### config.mk
export PLATFORM = sky130hd
export DESIGN_NAME = srs_search
export DESIGN_NICKNAME = d
export VERILOG_FILES = /design/src/rtl/srs_pkg.sv /design/src/rtl/srs_search.sv
export SDC_FILE = /design/constraint.sdc
export NUM_CORES = 1
export LEC_CHECK = 0
export BUFFER_PORTS_ARGS = -buffer_cell sky130_fd_sc_hd__buf_2
export CAP_MARGIN = 25
export CELL_PAD_IN_SITES_DETAIL_PLACEMENT = 1
export CELL_PAD_IN_SITES_GLOBAL_PLACEMENT = 2
export CORE_MARGIN = 2
export CORE_UTILIZATION = 35
export CTS_CLUSTER_SIZE = 16
export DETAILED_ROUTE_END_ITERATION = 10
export PLACE_DENSITY = 0.74
export SETUP_SLACK_MARGIN = 0.02
export SYNTH_ARGS = -nofsm -noshare
export SYNTH_HDL_FRONTEND = slang
export SYNTH_SLANG_ARGS = --single-unit
### constraint.sdc
create_clock -name clk_i -period 8.4 [get_ports clk_i]
set_input_delay 1.68 -clock clk_i [delete_from_list [all_inputs] [get_ports clk_i]]
set_output_delay 1.68 -clock clk_i [all_outputs]
set_load 0.01 [all_outputs]
### src/rtl/srs_pkg.sv
// Shared types and constants of the sorted range search unit.
`timescale 1ns / 1ps

package srs_pkg;

  // Store geometry
  localparam int unsigned StoreDepth = 1024;
  localparam int unsigned AddrW      = $clog2(StoreDepth);
  localparam int unsigned CntW       = $clog2(StoreDepth + 1);
  localparam int unsigned PosW       = CntW + 1;   // signed search bound
  localparam int unsigned DataW      = 32;
  localparam int unsigned IdxW       = 11;         // result index width

  // Result index for a key that is not present
  localparam logic [IdxW-1:0] IdxNone = '1;

  // Item kinds carried on the input tuser
  typedef enum logic [1:0] {
    ACT_APPEND = 2'd0,
    ACT_CLEAR  = 2'd1,
    ACT_QUERY  = 2'd2
  } srs_action_e;

  // Search engine sequencer
  typedef enum logic [1:0] {
    S_IDLE,
    S_START,
    S_PROBE,
    S_FIN
  } srs_state_e;

  // Query request into the search engine
  typedef struct packed {
    logic                    start;
    logic signed [DataW-1:0] key;
    logic [CntW-1:0]         count;
  } srs_req_t;

  // Search engine status and result
  typedef struct packed {
    logic            busy;
    logic            done;
    logic [IdxW-1:0] first;
    logic [IdxW-1:0] last;
  } srs_rsp_t;

endpackage

### src/rtl/srs_search.sv
// Binary search engine: first pass for the lowest match, second (after a hit only) for the highest.
`timescale 1ns / 1ps

module srs_search
  import srs_pkg::*;
(
  input  logic             clk_i,
  input  logic             rst_ni,
  input  srs_req_t         req_i,
  input  logic             res_ready_i,
  output logic             rd_en_o,
  output logic [AddrW-1:0] rd_addr_o,
  input  logic [DataW-1:0] rd_data_i,
  output srs_rsp_t         rsp_o
);

  srs_state_e state_q, state_d;

  logic signed [PosW-1:0]  lo_q, lo_d, hi_q, hi_d, hi_init_q, hi_init_d;
  logic signed [PosW-1:0]  mid_q, mid_d;
  logic signed [DataW-1:0] key_q, key_d;
  logic [IdxW-1:0]         hit_q, hit_d, first_q, first_d, last_q, last_d;
  logic                    pass_q, pass_d;

  // Probe evaluation
  logic signed [PosW-1:0]  lo_x, hi_x, sum_x;
  logic [IdxW-1:0]         hit_x;
  logic                    cont;
  logic                    v_eq, v_lt;

  assign v_eq = (rd_data_i == key_q);
  assign v_lt = ($signed(rd_data_i) < key_q);

  // Bounds after this cycle's probe (or the current bounds when starting)
  always_comb begin
    lo_x  = lo_q;
    hi_x  = hi_q;
    hit_x = hit_q;
    if (state_q == S_PROBE) begin
      if (v_eq) begin
        hit_x = IdxW'(mid_q);
        if (pass_q) begin
          lo_x = mid_q + PosW'(1);
        end else begin
          hi_x = mid_q - PosW'(1);
        end
      end else if (v_lt) begin
        lo_x = mid_q + PosW'(1);
      end else begin
        hi_x = mid_q - PosW'(1);
      end
    end
  end

  assign cont      = (lo_x <= hi_x);
  assign sum_x     = lo_x + hi_x;
  assign mid_d     = $signed({1'b0, sum_x[PosW-1:1]});
  assign rd_addr_o = mid_d[AddrW-1:0];

  // Next state
  always_comb begin
    state_d = state_q;
    unique case (state_q)
      S_IDLE: begin
        if (req_i.start) state_d = S_START;
      end
      S_START, S_PROBE: begin
        if (cont) begin
          state_d = S_PROBE;
        end else if (!pass_q && (hit_x != IdxNone)) begin
          state_d = S_START;
        end else begin
          state_d = S_FIN;
        end
      end
      S_FIN: begin
        if (res_ready_i) state_d = S_IDLE;
      end
      default: state_d = S_IDLE;
    endcase
  end

  // Datapath and outputs
  always_comb begin
    lo_d      = lo_q;
    hi_d      = hi_q;
    hi_init_d = hi_init_q;
    key_d     = key_q;
    hit_d     = hit_q;
    first_d   = first_q;
    last_d    = last_q;
    pass_d    = pass_q;
    rd_en_o   = 1'b0;
    unique case (state_q)
      S_IDLE: begin
        if (req_i.start) begin
          key_d     = req_i.key;
          lo_d      = '0;
          hi_init_d = $signed(PosW'(req_i.count)) - PosW'(1);
          hi_d      = $signed(PosW'(req_i.count)) - PosW'(1);
          hit_d     = IdxNone;
          pass_d    = 1'b0;
        end
      end
      S_START, S_PROBE: begin
        lo_d  = lo_x;
        hi_d  = hi_x;
        hit_d = hit_x;
        if (cont) begin
          rd_en_o = 1'b1;
        end else if (!pass_q) begin
          // first pass over: stop on a miss, else search for the highest match
          first_d = hit_x;
          last_d  = IdxNone;
          pass_d  = 1'b1;
          lo_d    = '0;
          hi_d    = hi_init_q;
          hit_d   = IdxNone;
        end else begin
          last_d = hit_x;
        end
      end
      S_FIN: ;
      default: ;
    endcase
  end

  always_ff @(posedge clk_i or negedge rst_ni) begin
    if (!rst_ni) begin
      state_q <= S_IDLE;
      pass_q  <= 1'b0;
    end else begin
      state_q <= state_d;
      pass_q  <= pass_d;
    end
  end

  always_ff @(posedge clk_i) begin
    lo_q      <= lo_d;
    hi_q      <= hi_d;
    hi_init_q <= hi_init_d;
    key_q     <= key_d;
    hit_q     <= hit_d;
    first_q   <= first_d;
    last_q    <= last_d;
    if (rd_en_o) mid_q <= mid_d;
  end

  assign rsp_o.busy  = (state_q != S_IDLE);
  assign rsp_o.done  = (state_q == S_FIN);
  assign rsp_o.first = first_q;
  assign rsp_o.last  = last_q;

endmodule

==> qor.yml <==
run_status:
  status: "complete, no violations"
global_routing:
  grt_use_met2_pct: 30.4
  antenna_found_initial: 0
  grt_use_met3_pct: 3.99
  grt_pass1_wl_microns: 27400
  grt_busiest_layer: "met2"
  grt_start_max_net_pins: 45
  grt_usage_pct: 17.5
  grt_util_met1_pct: 21.5
  grt-ovfl-total: 0
  grt_pass1_vias: 5347
worst_setup_path:
  regToRegSetupSlack_ps: 2600
  worstSetupPathType: "primary input to output pin"
  cp_max_fo: 12
  start_kind: "primary input"
  worstPathArrival_ps: 6240
  reg2regPathDepth: 21
  cp.required_ps: 6720
  end_kind: "output pin"
  r2r-start: "key_q[23]$_DFFE_PP_"
  r2r-end: "hit_q[6]$_SDFFCE_PP1P_"
clock_tree:
  cts.sink_count: 115
  cts-root-buf: "clkbuf_16"
  cts_buffers: 17
  clkLatencyLatePin_ps: 420
  path_clk_slew_ps: 50
  clockBufferDepth: 2
  cts_tree: "done"
  htree_levels: 4
  cts_hold_buf: 0
pwr:
  p_comb_share_pct: 50.8
  power_density_mw_per_mm2: 436
  p_clk_share_pct: 19.2
  p_leak_uw: 0.00338
  p_sw_uw: 1480
  pwr-share-seq_pct: 30.1
  internal_power_uw: 2080
  switching_share_pct: 41.6
  ir_drop_v: 0.000172
drt:
  via_per_inst: 4.87
  drc_errors: 0
  num_vias: 4872
  drt-initial-drc-count: 292
  wirelength_microns: 16700
  antenna_left: 0
  drt-pass1-iter-count: 5
  wl_per_cell_microns: 16.7
cells_and_area:
  area_growth_pct: 20.9
  antenna_cells: 0
  regArea_sq_mm: 0.00344
  utilization_pct: 43.4
  nets: 869
  layout-drive-gt1-share_pct: 23.9
  multiInputGateArea_sq_mm: 0.00287
  fill_cells: 2078
sta:
  finalMaxSlewViolations: 0
  rsz0062_at_grt: "false"
  finalSetupViolations: 0
  worst-slew-pin-transition_ps: 748
  finalHoldViolCount: 0
  slew-limit-headroom_pct: 50.0
  finalCritPeriodShare_pct: 94.3
  min_period_ps: 7920
  worst_clock_skew_ps: 9.07
  fin_tns_setup_ps: 0
  fmax_ghz: 0.126
  postLayoutSetupSlackWorst_ps: 476
floorplanning:
  num_io_pins: 114
  die_x_microns: 143
  core_sq_mm: 0.0188
  die_area_sq_mm: 0.0204
  rows: 50
  initial_core_util_pct: 35.9
  die_h_microns: 143
synthesis:
  ys_seq_area_share_pct: 50.9
  synth_area_leaders: "edfxtp_1 50%, ha_1 11%, inv_1 4.4%"
  synth_cell_types: 52
  yosysTopAreaCell: "edfxtp_1"
  syn_area_sq_mm: 0.00675
  synthTopCellsByCount: "112 x edfxtp_1, 80 x inv_1, 61 x ha_1"
  synth_most_common_cell: "edfxtp_1"
  synthCells: 610
  ys_ff_latch: 115
  netlist.area_leader.share_pct: 49.8
  syn_area_per_cell_sq_um: 11.1
  synth_edf_count: 112
  ys.flop_type: "edfxtp_1"
  async_reset_ff_share_pct: 2.61
  synth.net_count: 751
  yosys_warnings: 0
job:
  drv_cap: 0
hold_path:
  worstHoldStart: "state_q[0]$_DFFE_PN0P_"
  whs_endpoint: "state_q[0]$_DFFE_PN0P_"
  hold-path-cell-count: 1
  min_path_type: "flop to flop"
place:
  numPortBuffers: 113
  dpl.hpwl_microns: 13000
  routabilityCongestion: 0.804
  place_ws_ps: 228
## stage by stage
| stage | hold slack [ps] | cells | total power [uW] | cell area [sq um] |
|---|---|---|---|---|
| finish | 572 | 1000 | 3560 | 8170 |
| global route | 584 | 1000 | 3850 | 8170 |
| CTS | 582 | 999 | 3580 | 8140 |
| detailed placement | 568 | 968 | 2880 | 7590 |
| global placement | 519 | 968 | 2840 | 7590 |
| floorplan | 500 | 610 | 2400 | 6750 |
## state kept, by name, indices dropped and copies added, names as in the netlist
| name | count |
|---|---|
| hit_q | 11 |
| key_q | 32 |
| hi_init_q | 12 |
| mid_q | 11 |
| last_q | 11 |
| first_q | 11 |
| state_q | 2 |
| pass_q | 1 |
| hi_q | 12 |
| lo_q | 12 |
## worst max-delay path by stage
stage	startpoint	end	slack [ps]	cells past startpoint
3_3_place_gp	rd_data_i[23]	rd_en_o	490	18
6_report	rd_data_i[21]	rd_addr_o[9]	480	23
3_5_place_dp	rd_data_i[21]	rd_addr_o[9]	230	23
5_1_grt	rd_data_i[23]	rd_addr_o[7]	30	23
4_1_cts	rd_data_i[21]	rd_addr_o[9]	200	23
2_1_floorplan	rd_data_i[30]	rd_en_o	990	17
## critical path, cell delays in order
cell	delay, ps
buf_2	100
ha_1	300
a21oi_1	150
o21ai_0	140
a221o_1	330
a211o_1	320
or4b_1	560
o311ai_2	110
buf_6	250
mux2i_1	150
inv_1	90
ha_1	170
inv_1	60
fa_1	400
nor2b_1	110
o21ai_0	100
a21oi_1	170
o21ai_0	130
a21oi_1	250
o21ai_2	110
a211o_1	310
nand4_1	100
buf_2	140
## power by group through the flow
stage	Sequential (uW)	Combinational, uW	Clock [uW]
after floorplan	1000	1400	0
after global placement	1080	1770	0
after global routing	1090	2040	722
after CTS	1070	1820	695
after detailed placement	1080	1800	0
final	1070	1810	683
## layout make-up
class	instances	share of cell area [%]
tap	260	3.98
inverter	80	3.68
multi-input combinational	385	35.1
clock inverter	13	1.46
clock buffer	18	5.25
timing repair buffer	129	8.44
sequential	115	42.1
## cell usage in the layout, fill, tap and decap left out, drive strengths merged, types with 4 or more instances in the layout
cell,Yosys,layout
nand2,47,47
nand4,11,11
nor4,4,4
clkinv,0,8
a221oi,10,10
ha,61,61
a21o,4,4
edfxtp,112,112
nand3,16,16
mux2i,22,22
clkbuf,17,18
nor2b,4,4
buf,13,129
and3,5,5
nor2,50,50
xnor2,15,15
inv,80,80
mux2,11,11
o21ai,14,14
a21oi,27,27
nor3,18,18
xor2,19,19
or3,4,4
and2,12,12
## metal layers
layer  vias up  share of wire [%]  wire length (microns)
met2        91                 51                   8500
li1       2393                  -                      -
met3        19                3.4                    569
met1      2369                 44                   7380
met5         -                  0                      0
met4         0                1.6                    262
## cell families (layout without fill, tap and decap cells)
family | count (synthesis) | after routing | synth area share, %
and+or+nand+nor | 180 | 180 | 13.0
DFF | 115 | 115 | 50.9
buffers and inverters | 110 | 240 | 7.00
AOI/OAI and AO/OA | 76 | 76 | 7.52
adders and majority gates | 62 | 62 | 11.6
xor gates and xnor gates | 34 | 34 | 4.41
muxes | 33 | 33 | 5.59
## timing repair
action	in CTS	in global routing
endpoints found under the setup margin	0	3
buffers inserted	0	0
gates resized for setup	0	5
(Power assumes the default switching activity.)
